[config.mk]
export PLATFORM = sky130hd
export DESIGN_NAME = echo_distance_hysteresis_alarm
export DESIGN_NICKNAME = d
export VERILOG_FILES = /design/src/edha_pkg.sv /design/src/echo_distance_hysteresis_alarm.sv /design/src/edha_div.sv /design/src/edha_dp.sv /design/src/edha_ctrl.sv
export SDC_FILE = /design/constraint.sdc
export NUM_CORES = 2
export LEC_CHECK = 0
export BUFFER_PORTS_ARGS = -buffer_cell sky130_fd_sc_hd__buf_2
export CAP_MARGIN = 15
export CORE_AREA = 2 2 260 262
export CTS_CLUSTER_DIAMETER = 60
export CTS_CLUSTER_SIZE = 14
export DETAILED_ROUTE_END_ITERATION = 10
export DIE_AREA = 0 0 262 264
export PLACE_DENSITY = 0.83
export SLEW_MARGIN = 30
export SYNTH_ARGS = -nofsm -noshare
export SYNTH_HDL_FRONTEND = slang
export SYNTH_SLANG_ARGS = --single-unit
[constraint.sdc]
create_clock -name clk -period 17.5 [get_ports clk]
set_input_delay 1.75 -clock clk [delete_from_list [all_inputs] [get_ports clk]]
set_output_delay 1.75 -clock clk [all_outputs]
set_load 0.01 [all_outputs]
[src/edha_pkg.sv]
`default_nettype none

package edha_pkg;

	// Field widths
	localparam int KIND_W = 2;
	localparam int ECHO_W = 14;
	localparam int NOW_W  = 32;
	localparam int SPD_W  = 16;
	localparam int DIST_W = 17;
	localparam int CNT_W  = 16;
	localparam int FAIL_W = 4;
	localparam int CFG_W  = 32;

	// Moving-average window
	localparam int WIN_LEN = 5;
	localparam int WIN_AW  = (WIN_LEN > 1) ? $clog2(WIN_LEN) : 1;
	localparam int WSUM_W  = DIST_W + $clog2(WIN_LEN + 1);

	// Window average as a multiplication by the rounded-up reciprocal of the window
	// length; the shift is wide enough that the truncated product is exact for every sum.
	localparam int AVG_SH = WSUM_W + $clog2(WIN_LEN);
	localparam int AVG_RW = AVG_SH + 1;
	localparam int AVG_PW = WSUM_W + AVG_RW;
	localparam logic [AVG_RW-1:0] AVG_RECIP =
		AVG_RW'(((64'd1 << AVG_SH) + 64'(WIN_LEN) - 64'd1) / 64'(WIN_LEN));

	// Statistics accumulator and the serial divider for the mean
	localparam int DTOT_W = DIST_W + CNT_W;
	localparam int DIV_N  = DTOT_W;
	localparam int DIV_CW = $clog2(DIV_N + 1);

	// Distance product: echo times speed factor, then a Q16 to Q8 shift
	localparam int PROD_W  = ECHO_W + SPD_W;
	localparam int PROD_SH = 8;

	// Stream and register port widths
	localparam int S_TDATA_W = ((ECHO_W + NOW_W + 7) / 8) * 8;
	localparam int M_FIELDS_W = 2 * DIST_W + CNT_W + 5;
	localparam int M_TDATA_W = ((M_FIELDS_W + 7) / 8) * 8;
	localparam int APB_AW    = 5;
	localparam int REG_IW    = 3;

	localparam logic [DIST_W-1:0] DIST_MAX  = {DIST_W{1'b1}};
	localparam logic [CNT_W-1:0]  COUNT_MAX = {CNT_W{1'b1}};

	// Item kinds
	localparam logic [KIND_W-1:0] KIND_MEASURE   = 2'd0;
	localparam logic [KIND_W-1:0] KIND_TICK      = 2'd1;
	localparam logic [KIND_W-1:0] KIND_STATS     = 2'd2;
	localparam logic [KIND_W-1:0] KIND_ALARM_RST = 2'd3;

	// Register indexes
	localparam logic [REG_IW-1:0] REG_SPEED    = 3'd0;
	localparam logic [REG_IW-1:0] REG_OPEN     = 3'd1;
	localparam logic [REG_IW-1:0] REG_CLOSE    = 3'd2;
	localparam logic [REG_IW-1:0] REG_ARMED    = 3'd3;
	localparam logic [REG_IW-1:0] REG_COOLDOWN = 3'd4;
	localparam logic [REG_IW-1:0] REG_FAIL_LIM = 3'd5;

	// Register reset values
	localparam logic [SPD_W-1:0]  RST_SPEED    = 16'd1124;
	localparam logic [DIST_W-1:0] RST_OPEN     = 17'd3840;
	localparam logic [DIST_W-1:0] RST_CLOSE    = 17'd2048;
	localparam logic              RST_ARMED    = 1'b1;
	localparam logic [NOW_W-1:0]  RST_COOLDOWN = 32'd30000;
	localparam logic [FAIL_W-1:0] RST_FAIL_LIM = 4'd10;

	typedef struct packed {
		logic [SPD_W-1:0]  speed;
		logic [DIST_W-1:0] open_thr;
		logic [DIST_W-1:0] close_thr;
		logic              armed;
		logic [NOW_W-1:0]  cooldown;
		logic [FAIL_W-1:0] fail_limit;
	} cfg_t;

	typedef struct packed {
		logic load_in;
		logic mul;
		logic win;
		logic avg;
		logic div_start;
		logic finish;
	} cmd_t;

	typedef struct packed {
		logic div_busy;
	} sts_t;

	typedef struct packed {
		logic [DIST_W-1:0] stat_mean;
		logic [CNT_W-1:0]  stat_count;
		logic              reboot_request;
		logic              read_failed;
		logic              notify;
		logic              buzzer_on;
		logic              alarm_on;
		logic [DIST_W-1:0] avg_distance;
	} res_t;

endpackage

`default_nettype wire

[src/echo_distance_hysteresis_alarm.sv]
`default_nettype none

// Ultrasonic door alarm. Each input transaction carries one item: a measurement
// (echo time in microseconds plus the current millisecond time), a buzzer tick,
// a read-and-clear of the statistics, or an alarm reset; each item gives exactly
// one output transaction. A measurement is converted to a Q8 centimetre distance,
// pushed into a five-entry moving-average window and, unless the echo timed out,
// run through open/close hysteresis thresholds that set or clear the alarm, with
// a notify pulse subject to a cooldown. Items are processed one at a time. A
// measurement passes the multiply, window and average states; a statistics read
// waits on the one-bit-per-cycle divider, which forms the mean in 33 steps. The
// window average is a multiplication by the reciprocal of the window length. The
// result sits in an output register, so the next item is accepted while a
// finished result still waits to be taken; it stalls only if a second result is
// ready before the first has gone. The user must write registers over the APB
// port only while no item is in progress; the block itself does not enforce this.
module echo_distance_hysteresis_alarm (
	input  wire logic                            clk,
	input  wire logic                            arst_n,

	// Register port
	input  wire logic                            psel,
	input  wire logic                            penable,
	input  wire logic                            pwrite,
	input  wire logic [edha_pkg::APB_AW-1:0]     paddr,
	input  wire logic [edha_pkg::CFG_W-1:0]      pwdata,
	output logic [edha_pkg::CFG_W-1:0]           prdata,
	output logic                                 pready,

	// Input items
	input  wire logic                            s_axis_tvalid,
	output logic                                 s_axis_tready,
	// echo_us [13:0], now_ms [45:14], zero padding above
	input  wire logic [edha_pkg::S_TDATA_W-1:0]  s_axis_tdata,
	// kind [1:0]
	input  wire logic [edha_pkg::KIND_W-1:0]     s_axis_tuser,

	// Results
	output logic                                 m_axis_tvalid,
	input  wire logic                            m_axis_tready,
	// avg_distance [16:0], alarm_on [17], buzzer_on [18], notify [19],
	// read_failed [20], reboot_request [21], stat_count [37:22],
	// stat_mean [54:38], zero padding above
	output logic [edha_pkg::M_TDATA_W-1:0]       m_axis_tdata
);
	import edha_pkg::*;

	cfg_t              cfg_q;
	cmd_t              cmd;
	sts_t              sts;
	res_t              res;
	logic              cfg_wr;
	logic [REG_IW-1:0] reg_idx;

	// Registers sit on word addresses; the top address bits pick the register.
	assign pready  = 1'b1;
	assign reg_idx = paddr[APB_AW-1:2];
	assign cfg_wr  = psel && penable && pwrite && pready;

	always_ff @(posedge clk or negedge arst_n) begin
		if (!arst_n) begin
			cfg_q.speed      <= RST_SPEED;
			cfg_q.open_thr   <= RST_OPEN;
			cfg_q.close_thr  <= RST_CLOSE;
			cfg_q.armed      <= RST_ARMED;
			cfg_q.cooldown   <= RST_COOLDOWN;
			cfg_q.fail_limit <= RST_FAIL_LIM;
		end else if (cfg_wr) begin
			unique case (reg_idx)
				REG_SPEED:    cfg_q.speed      <= pwdata[SPD_W-1:0];
				REG_OPEN:     cfg_q.open_thr   <= pwdata[DIST_W-1:0];
				REG_CLOSE:    cfg_q.close_thr  <= pwdata[DIST_W-1:0];
				REG_ARMED:    cfg_q.armed      <= pwdata[0];
				REG_COOLDOWN: cfg_q.cooldown   <= pwdata[NOW_W-1:0];
				REG_FAIL_LIM: cfg_q.fail_limit <= pwdata[FAIL_W-1:0];
				default: begin
				end
			endcase
		end
	end

	// Read-back of the register file; unused addresses read as zero.
	always_comb begin
		unique case (reg_idx)
			REG_SPEED:    prdata = CFG_W'(cfg_q.speed);
			REG_OPEN:     prdata = CFG_W'(cfg_q.open_thr);
			REG_CLOSE:    prdata = CFG_W'(cfg_q.close_thr);
			REG_ARMED:    prdata = CFG_W'(cfg_q.armed);
			REG_COOLDOWN: prdata = CFG_W'(cfg_q.cooldown);
			REG_FAIL_LIM: prdata = CFG_W'(cfg_q.fail_limit);
			default:      prdata = '0;
		endcase
	end

	// The controller sequences each item; the datapath holds window and alarm state.
	edha_ctrl u_ctrl (
		.clk     (clk),
		.arst_n  (arst_n),
		.s_valid (s_axis_tvalid),
		.s_kind  (s_axis_tuser),
		.s_ready (s_axis_tready),
		.m_valid (m_axis_tvalid),
		.m_ready (m_axis_tready),
		.cmd     (cmd),
		.sts     (sts)
	);

	edha_dp u_dp (
		.clk     (clk),
		.arst_n  (arst_n),
		.cmd     (cmd),
		.sts     (sts),
		.cfg     (cfg_q),
		.in_kind (s_axis_tuser),
		.in_echo (s_axis_tdata[ECHO_W-1:0]),
		.in_now  (s_axis_tdata[ECHO_W+NOW_W-1:ECHO_W]),
		.res     (res)
	);

	// Result fields packed from the lowest bit up.
	assign m_axis_tdata = M_TDATA_W'({res.stat_mean, res.stat_count, res.reboot_request,
		res.read_failed, res.notify, res.buzzer_on, res.alarm_on, res.avg_distance});

`ifndef SYNTH
	// The divider is never running while the block waits for a new item.
	assert property (@(posedge clk) disable iff (!arst_n)
		s_axis_tready |-> !sts.div_busy)
		else $error("divider busy while idle");

	// Only one item is in progress: acceptance closes the input side.
	assert property (@(posedge clk) disable iff (!arst_n)
		(s_axis_tvalid && s_axis_tready) |=> !s_axis_tready)
		else $error("input accepted twice in a row");

	// The divider only starts when the controller asks for it.
	assert property (@(posedge clk) disable iff (!arst_n)
		$rose(sts.div_busy) |-> $past(cmd.div_start))
		else $error("divider started without a command");

	// A finished item never overwrites a result still waiting to be taken.
	assert property (@(posedge clk) disable iff (!arst_n)
		cmd.finish |-> (!m_axis_tvalid || m_axis_tready))
		else $error("pending result overwritten");
`endif

endmodule

`default_nettype wire

[src/edha_div.sv]
`default_nettype none

module edha_div (
	input  wire logic                        clk,
	input  wire logic                        arst_n,
	input  wire logic                        start,
	input  wire logic [edha_pkg::DIV_N-1:0]  dividend,
	input  wire logic [edha_pkg::CNT_W-1:0]  divisor,
	output logic                             busy,
	output logic [edha_pkg::DIV_N-1:0]       quotient
);
	import edha_pkg::*;

	logic [DIV_CW-1:0] cnt_q;
	logic [CNT_W-1:0]  rem_q;
	logic [DIV_N-1:0]  quo_q;
	logic [CNT_W:0]    rem_sh;
	logic              fits;

	// One quotient bit per cycle, restoring form.
	assign rem_sh = {rem_q, quo_q[DIV_N-1]};
	assign fits   = (rem_sh >= {1'b0, divisor});

	always_ff @(posedge clk or negedge arst_n) begin
		if (!arst_n) begin
			cnt_q <= '0;
		end else if (start) begin
			cnt_q <= DIV_CW'(DIV_N);
		end else if (cnt_q != '0) begin
			cnt_q <= cnt_q - DIV_CW'(1);
		end
	end

	always_ff @(posedge clk) begin
		if (start) begin
			rem_q <= '0;
			quo_q <= dividend;
		end else if (cnt_q != '0) begin
			if (fits) begin
				rem_q <= CNT_W'(rem_sh - {1'b0, divisor});
			end else begin
				rem_q <= rem_sh[CNT_W-1:0];
			end
			quo_q <= {quo_q[DIV_N-2:0], fits};
		end
	end

	assign busy     = (cnt_q != '0);
	assign quotient = quo_q;

endmodule

`default_nettype wire

[src/edha_dp.sv]
`default_nettype none

module edha_dp (
	input  wire logic                          clk,
	input  wire logic                          arst_n,
	input  wire edha_pkg::cmd_t                cmd,
	output edha_pkg::sts_t                     sts,
	input  wire edha_pkg::cfg_t                cfg,
	input  wire logic [edha_pkg::KIND_W-1:0]   in_kind,
	input  wire logic [edha_pkg::ECHO_W-1:0]   in_echo,
	input  wire logic [edha_pkg::NOW_W-1:0]    in_now,
	output edha_pkg::res_t                     res
);
	import edha_pkg::*;

	// Accepted item
	logic [KIND_W-1:0] kind_q;
	logic [ECHO_W-1:0] echo_q;
	logic [NOW_W-1:0]  now_q;

	// Block state
	logic [DIST_W-1:0] dist_q;
	logic [DIST_W-1:0] win_q [WIN_LEN];
	logic [WIN_AW-1:0] pos_q;
	logic [WSUM_W-1:0] sum_q;
	logic [DIST_W-1:0] avg_q;
	logic              alarm_q;
	logic              buzzer_q;
	logic [FAIL_W-1:0] fail_q;
	logic [NOW_W-1:0]  last_q;
	logic [CNT_W-1:0]  good_q;
	logic [DTOT_W-1:0] total_q;
	res_t              res_q;

	// Distance
	logic [PROD_W-1:0]         prod;
	logic [PROD_W-PROD_SH-1:0] prod_sh;
	logic [DIST_W-1:0]         dist_new;

	// Window average
	logic [AVG_PW-1:0] avg_prod;

	// Divider
	logic [DIV_N-1:0] div_dividend;
	logic [CNT_W-1:0] div_divisor;
	logic [DIV_N-1:0] div_quo;
	logic             div_busy;

	// Next-state values taken at the end of an item
	logic              is_meas;
	logic              is_stats;
	logic              good;
	logic [FAIL_W-1:0] eff_lim;
	logic [FAIL_W-1:0] fail_d;
	logic              above_open;
	logic              below_close;
	logic              rise;
	logic              cool_ok;
	logic              notify_d;
	logic              alarm_d;
	logic              buzzer_d;
	logic              stat_add;
	logic [NOW_W-1:0]  since;

	assign prod     = PROD_W'(echo_q) * PROD_W'(cfg.speed);
	assign prod_sh  = prod[PROD_W-1:PROD_SH];
	assign dist_new = (|prod_sh[PROD_W-PROD_SH-1:DIST_W]) ? DIST_MAX : prod_sh[DIST_W-1:0];

	// The window sum divided by the window length.
	assign avg_prod = AVG_PW'(sum_q) * AVG_PW'(AVG_RECIP);

	assign is_meas  = (kind_q == KIND_MEASURE);
	assign is_stats = (kind_q == KIND_STATS);

	assign div_dividend = total_q;
	assign div_divisor  = good_q;

	edha_div u_div (
		.clk      (clk),
		.arst_n   (arst_n),
		.start    (cmd.div_start),
		.dividend (div_dividend),
		.divisor  (div_divisor),
		.busy     (div_busy),
		.quotient (div_quo)
	);

	assign sts.div_busy = div_busy;

	always_comb begin
		good        = is_meas && (echo_q != '0);
		eff_lim     = (cfg.fail_limit == '0) ? FAIL_W'(1) : cfg.fail_limit;
		above_open  = (avg_q > cfg.open_thr);
		below_close = (avg_q < cfg.close_thr);
		since       = now_q - last_q;
		cool_ok     = (since > cfg.cooldown);
		rise        = good && above_open && !alarm_q && cfg.armed;
		notify_d    = rise && cool_ok;
		stat_add    = good && (good_q != COUNT_MAX);

		if (!is_meas) begin
			fail_d = fail_q;
		end else if (echo_q == '0) begin
			fail_d = (fail_q < eff_lim) ? fail_q + FAIL_W'(1) : fail_q;
		end else begin
			fail_d = '0;
		end

		alarm_d  = alarm_q;
		buzzer_d = buzzer_q;
		unique case (kind_q)
			KIND_MEASURE: begin
				if (rise) begin
					alarm_d = 1'b1;
				end else if (good && !above_open && below_close) begin
					alarm_d = 1'b0;
				end
			end
			KIND_TICK: begin
				buzzer_d = alarm_q ? !buzzer_q : 1'b0;
			end
			KIND_STATS: begin
			end
			KIND_ALARM_RST: begin
				alarm_d  = 1'b0;
				buzzer_d = 1'b0;
			end
			default: begin
			end
		endcase
	end

	always_ff @(posedge clk) begin
		if (cmd.load_in) begin
			kind_q <= in_kind;
			echo_q <= in_echo;
			now_q  <= in_now;
		end
		if (cmd.mul) begin
			dist_q <= dist_new;
		end
		if (cmd.finish) begin
			res_q.avg_distance   <= avg_q;
			res_q.alarm_on       <= alarm_d;
			res_q.buzzer_on      <= buzzer_d;
			res_q.notify         <= notify_d;
			res_q.read_failed    <= is_meas && (echo_q == '0);
			res_q.reboot_request <= (fail_d >= eff_lim);
			res_q.stat_count     <= is_stats ? good_q : '0;
			res_q.stat_mean      <= (is_stats && (good_q != '0)) ? div_quo[DIST_W-1:0] : '0;
		end
	end

	always_ff @(posedge clk or negedge arst_n) begin
		if (!arst_n) begin
			for (int i = 0; i < WIN_LEN; i++) begin
				win_q[i] <= '0;
			end
			pos_q    <= '0;
			sum_q    <= '0;
			avg_q    <= '0;
			alarm_q  <= 1'b0;
			buzzer_q <= 1'b0;
			fail_q   <= '0;
			last_q   <= '0;
			good_q   <= '0;
			total_q  <= '0;
		end else begin
			if (cmd.win) begin
				win_q[pos_q] <= dist_q;
				sum_q        <= sum_q - WSUM_W'(win_q[pos_q]) + WSUM_W'(dist_q);
				pos_q        <= (pos_q == WIN_AW'(WIN_LEN - 1)) ? '0 : pos_q + WIN_AW'(1);
			end
			if (cmd.avg) begin
				avg_q <= avg_prod[AVG_SH +: DIST_W];
			end
			if (cmd.finish) begin
				alarm_q  <= alarm_d;
				buzzer_q <= buzzer_d;
				fail_q   <= fail_d;
				if (notify_d) begin
					last_q <= now_q;
				end
				if (is_stats) begin
					good_q  <= '0;
					total_q <= '0;
				end else if (stat_add) begin
					good_q  <= good_q + CNT_W'(1);
					total_q <= total_q + DTOT_W'(avg_q);
				end
			end
		end
	end

	assign res = res_q;

endmodule

`default_nettype wire

[src/edha_ctrl.sv]
`default_nettype none

module edha_ctrl (
	input  wire logic                         clk,
	input  wire logic                         arst_n,
	input  wire logic                         s_valid,
	input  wire logic [edha_pkg::KIND_W-1:0]  s_kind,
	output logic                              s_ready,
	output logic                              m_valid,
	input  wire logic                         m_ready,
	output edha_pkg::cmd_t                    cmd,
	input  wire edha_pkg::sts_t               sts
);
	import edha_pkg::*;

	localparam logic [2:0] ST_IDLE   = 3'd0;
	localparam logic [2:0] ST_MUL    = 3'd1;
	localparam logic [2:0] ST_WIN    = 3'd2;
	localparam logic [2:0] ST_DSTART = 3'd3;
	localparam logic [2:0] ST_DWAIT  = 3'd4;
	localparam logic [2:0] ST_FIN    = 3'd5;
	localparam logic [2:0] ST_AVG    = 3'd6;

	logic [2:0] state_q;
	logic [2:0] state_d;
	logic       m_valid_q;
	logic       out_free;

	// The result register may be refilled once its transaction completes.
	assign out_free = !m_valid_q || m_ready;

	always_comb begin
		state_d = state_q;
		unique case (state_q)
			ST_IDLE: begin
				if (s_valid) begin
					priority if (s_kind == KIND_MEASURE) begin
						state_d = ST_MUL;
					end else if (s_kind == KIND_STATS) begin
						state_d = ST_DSTART;
					end else begin
						state_d = ST_FIN;
					end
				end
			end
			ST_MUL:    state_d = ST_WIN;
			ST_WIN:    state_d = ST_AVG;
			ST_AVG:    state_d = ST_FIN;
			ST_DSTART: state_d = ST_DWAIT;
			ST_DWAIT: begin
				if (!sts.div_busy) begin
					state_d = ST_FIN;
				end
			end
			ST_FIN: begin
				if (out_free) begin
					state_d = ST_IDLE;
				end
			end
			default: state_d = ST_IDLE;
		endcase
	end

	always_comb begin
		cmd.load_in   = (state_q == ST_IDLE) && s_valid;
		cmd.mul       = (state_q == ST_MUL);
		cmd.win       = (state_q == ST_WIN);
		cmd.avg       = (state_q == ST_AVG);
		cmd.div_start = (state_q == ST_DSTART);
		cmd.finish    = (state_q == ST_FIN) && out_free;
	end

	always_ff @(posedge clk or negedge arst_n) begin
		if (!arst_n) begin
			state_q   <= ST_IDLE;
			m_valid_q <= 1'b0;
		end else begin
			state_q <= state_d;
			if (cmd.finish) begin
				m_valid_q <= 1'b1;
			end else if (m_ready) begin
				m_valid_q <= 1'b0;
			end
		end
	end

	assign s_ready = (state_q == ST_IDLE);
	assign m_valid = m_valid_q;

endmodule

`default_nettype wire
# Word level (Yosys, flattened, before mapping)
# Cells that the tools add are included.
# word_totals
regBits	478
latchBits	0
ramBits	0
rom_bits	0
inputBits	94
n_memories	0
# op_classes
n_addsub	9
mul	2
div_mod_pow	0
n_lt_le_gt_ge	8
n_eq_ne	20
shift	0
muxes	34
bitwise	1
n_reduce_logical	42
# ops
cell	count
case mux 32 bit (6 select lines)	1
2-to-1 mux 33 bit	4
bitwise mux 85 bit	1
binary-select mux 17 bit (select 3 bit)	1
demux 17 bit (select 3 bit)	1
2-to-1 mux 17 bit	3
2-to-1 mux 16 bit	3
multiplier 20 x 20 -> 39 bit (second input constant)	1
adder 33 x 17 -> 33 bit	1
> comparator 32 bit	1
subtractor 32 bit	1
multiplier 14 x 16 -> 30 bit	1
case mux 3 bit (7 select lines)	1
adder 20 x 17 -> 20 bit	1
subtractor 20 x 17 -> 20 bit	1
== test 3 bit (second input constant)	6
2-to-1 mux 3 bit	6
greater-or-equal comparator 17 x 16 -> 1 bit	1
> comparator 17 bit	1
< comparator 17 bit	1
adder 16 x 1 -> 16 bit (second input constant)	1
2-to-1 mux 4 bit	4
inequality test 16 bit (second input constant)	1
AND reduction 2 bit	8
31 further kinds	65

# Depth between registers and ports, before layout
# depth
depth_word	7
depth_mapped	26
mapped_depth_nobuf	24

# Hierarchy
# A second synthesis with hierarchy kept.
# unflattened
hier_cells	3907
hier_area_um2	40583.9
# modules_own_cells
module	n_inst	cells_per_inst	area_per_inst_um2	seq_area_each_um2
edha_dp	1	3228	32662.6	8908.5
echo_distance_hysteresis_alarm	1	301	4052.6	2200.9
edha_div	1	350	3623.5	1461.4
edha_ctrl	1	28	245.2	100.1

# Least setup slack after synthesis
# OpenSTA, ideal clock, no wires.
# synth_timing
path_kind	flip-flop to flip-flop
startpoint	reg cfg_q[76] in the netlist's numbering
endpoint	reg u_dp.dist_q[12], data pin
setup_ps	255
arrival_time_ps	6086
t_required_ps	17245
setup_slack_ps	11159
stages_incl_launch_ff	23
period_less_slack_ps	6341
cell_sequence	dfstp_2 clkbuf_1 nand2_1 fa_1 inv_1 fa_1 fa_1 fa_1 fa_1 inv_1 fa_1 inv_1 ha_1 a21oi_1 o21ai_0 a221oi_1 o21ai_0 o21ai_0 nand2b_1 xnor2_1 a211oi_2 buf_4 nand2_1
# synth_via
elab_chain_len	2
# synth_lines
item	line_no	text
start, declared	echo_distance_hysteresis_alarm.sv:48	cfg_t cfg_q;
multiplier 14 x 16 -> 30 bit (*)	edha_dp.sv:65	assign prod = PROD_W'(echo_q) * PROD_W'(cfg.speed);
OR reduction 5 bit	edha_dp.sv:67	assign dist_new = (|prod_sh[PROD_W-PROD_SH-1:DIST_W]) ? DIST_MAX : prod_sh[DIST_W-1:0];
end signal, assigned	edha_dp.sv:140	dist_q <= dist_new;
end, declared	edha_dp.sv:22	logic [DIST_W-1:0] dist_q;
# Mark *: on every way between the ends. The rest lies on a longest branch, timed or not.
# A chain may end at the register's enable or synchronous reset.

# Worst setup path in the final report
# layout_timing
startpoint	reg cfg_q[83] in the netlist's numbering
endpoint	reg u_dp.dist_q[10], data pin
# The elaborated chain is that of the path after synthesis.

==> results.txt <==
IO Pins = 185
Synth async-reset ratio = 64.6%
Final period util = 41.5%
CTS buffer count = 43
Reg clk slew, reported paths = 0.07 ns
max-cap violations = 0
Post-CTS Resized = 0
Die X = 262 um
All-Layer GR Usage = 27.6%
Cell Area, Synth = 39,300 um^2
Die ar. = 69,200 um^2
GRT Max-Usage Layer = met2
share of cells above drive strength 1 = 9.19%
Final min period = 7.26 ns
Initial DRC Count = 2,471
PortBufs = 178
DR vias/cell = 5.69
clk root buf = clkbuf_16
delay-heaviest family, CP = adder cells
Syn-to-layout area delta = 8.04%
Worst-Margin Slew = 0.990 ns
worst rel slew slack = 34.0%
EDFF count, synth = 153
row count = 95
CP arrival = 7.55 ns
CTS tree = yes
CP Cell Sequence = nand2_1 -> fa_1 -> inv_1 -> fa_1 -> fa_1 -> fa_1 -> inv_1 -> fa_1 -> inv_1 -> ha_1 -> ha_1 -> nand2_1 -> or3b_2 -> nor3_1 -> nand2_1 -> a21oi_1 -> o21ai_0 -> nand2b_1 -> xnor2_1 -> a211oi_2 -> o21ai_0
Gate Count Post-Synth = 4,042
Syn Nets = 4,910
most frequent cells in the layout = inv_1 (666), nand2_1 (518), ha_1 (451)
area occupied by multi-input gates = 23,700 um^2
Skew-Pair Late Insertion Delay = 0.60 ns
setup_tns = 0 ns
Main synth FF type = dfrtp_1
fin. max-slew vios = 0
met1 usage = 37.2%
sequential area share after synthesis = 32.2%
routability cong. = 0.912
met3 Resource Use GR = 4.81%
filler cell count = 5,100
commonest non-fill, non-tap cell in the layout = inv_1
Final nets = 5,033
Initial Util = 59.1%
crit-path most repeated cell = fa_1
largest net degree at the start of global routing = 186
# Post-CTS Setup Buffers = 0
first-pass GRT wire length = 151,000 um
worst hold slack = 0.479 ns
Hold WC Path Type = flop to flop
Routed Antenna Nets = 0
die height = 264 um
DR WL/cell = 18.3 um
# hold bufs at CTS = 0
WS Path Type = flop to flop
slowest stage cell, crit path = dfrtp_1
RSZ-0062 raised after global routing = no
number of distinct library cells after synthesis = 75
CP Max Fanout = 17
Fin Clk Skew = 0.0366 ns
Yosys reg bits = 478
vias = 28,900
slowest stage delay, CP = 0.81 ns
met2 Use GR = 44.1%
syn_area_per_cell = 9.73 um^2
WL final = 93,000 um
Buf+Inv Stages, Crit Path = 3
register area = 12,700 um^2
Fin. Hold Viols = 0
total clock sinks = 478
initial antenna violation count = 3
HPWL Detailed = 71,000 um
yosys warns = 0
status = complete, no violations
Core ar. = 66,600 um^2
CP startpoint kind = flop
Pre-Repair DR Iteration Count = 6
Final setup viols = 0
CP Data Required Time = 17.80 ns
fmax = 0.138 GHz
Remaining Overflow, GRT = 0
Critical Path End Type = flop
H-tree Lvls = 2
DRC = 0
maximum clock path buffer count = 3
vias in the first global route = 29,300
## cells by family after synthesis
logic type | count (synthesis) | share of synthesized area, %
and+or+nand+nor | 1076 | 12.6
muxes | 107 | 3.47
adders and majority gates | 774 | 30.8
DFF | 478 | 32.2
other | 2 | 0.0191
xor gates and xnor gates | 137 | 3.05
AOI/OAI and AO/OA | 675 | 10.3
buffers and inverters | 793 | 7.62
## cell usage after synthesis (all sizes together) (4+ instances only)
library cell	number	area share (%)
inv	667	6.4
nand2	519	5.0
ha	451	14
fa	323	16
o21ai	309	3.9
dfrtp	290	18
nor2	165	1.6
and2	153	2.4
edfxtp	153	12
a21oi	152	1.9
clkbuf	112	1.1
xnor2	84	1.9
mux2	56	1.6
xor2	53	1.2
a21o	50	0.95
nand3	49	0.62
nor3	43	0.55
mux2i	33	0.84
o21a	31	0.59
nor2b	27	0.43
nand4	25	0.40
and3	23	0.37
a22o	19	0.42
dfstp	19	1.3
nand2b	19	0.30
nor4	19	0.30
mux4	18	1.0
dfxtp	16	0.81
a211oi	14	0.32
a31oi	14	0.22
o21bai	14	0.27
or3	14	0.22
buf	13	0.17
a21boi	10	0.19
o31ai	9	0.17
o211ai	7	0.13
and4	6	0.13
a2111oi	5	0.17
o22ai	5	0.080
or2	5	0.080
a41oi	4	0.089
## routing by layer
metal / up-vias / part of all wire [%]
met4: 4 / 4.4
met1: 14000 / 40
met3: 205 / 7.9
li1: 13500 / -
met5: - / 0.021
met2: 1141 / 48
## cell type report
cell class / instances / share of cell area [%]
clock buffer: 68 / 2.84
timing repair buffer: 203 / 2.68
antenna: 3 / 0.0177
sequential: 478 / 29.8
multi-input combinational: 2771 / 55.8
clock inverter: 11 / 0.333
inverter: 668 / 5.90
tap: 873 / 2.57
## path summary, 6_finish.rpt
path,cells after the start,slack [ns],endpoint,start
max,21,10.24,u_dp.dist_q[10]$_SDFFCE_PP1P_,cfg_q[83]$_DFFE_PN0P_
min,2,0.48,u_dp.win_q[33]$_DFFE_PN0P_,u_dp.win_q[33]$_DFFE_PN0P_
max reg2reg,21,10.24,u_dp.dist_q[10]$_SDFFCE_PP1P_,cfg_q[83]$_DFFE_PN0P_
min reg2reg,2,0.48,u_dp.win_q[33]$_DFFE_PN0P_,u_dp.win_q[33]$_DFFE_PN0P_
max in group asynchronous,4,14.75,u_dp.win_q[70]$_DFFE_PN0P_,arst_n
min in group asynchronous,1,1.03,u_dp.last_q[1]$_DFFE_PN0P_,arst_n
## tightest hold or removal path: stages (launching register included)
cell and delay [ns]:
dfrtp_1 0.34, nand2_1 0.04, o21ai_0 0.06
## sequential cells by signal, summed over array words and instances (netlist names), 3 cells and up
name,flops
u_dp.sum_q,20
u_dp.avg_q,17
u_dp.now_q,32
u_dp.res,55
u_dp.pos_q,3
u_dp.dist_q,17
u_ctrl.state_q,3
u_dp.div_dividend,33
u_dp.u_div.rem_q,16
u_dp.u_div.cnt_q,6
cfg_q,87
u_dp.last_q,32
u_dp.win_q,85
u_dp.u_div.quotient,33
u_dp.fail_q,4
u_dp.div_divisor,16
u_dp.echo_q,14
## per-stage QoR
step	util, %	area [um^2]	setup slack [ns]	std cells
floorplan	-	39300	11.16	4042
global placement	61.7	41100	10.38	4991
detailed placement	61.7	41100	10.32	4991
CTS	63.7	42400	10.28	5070
global route	63.8	42500	9.80	5072
finish	63.8	42500	10.24	5075
Power is not shown: default switching activity piles up to over one toggle a cycle in this logic, so the estimate is an artifact.
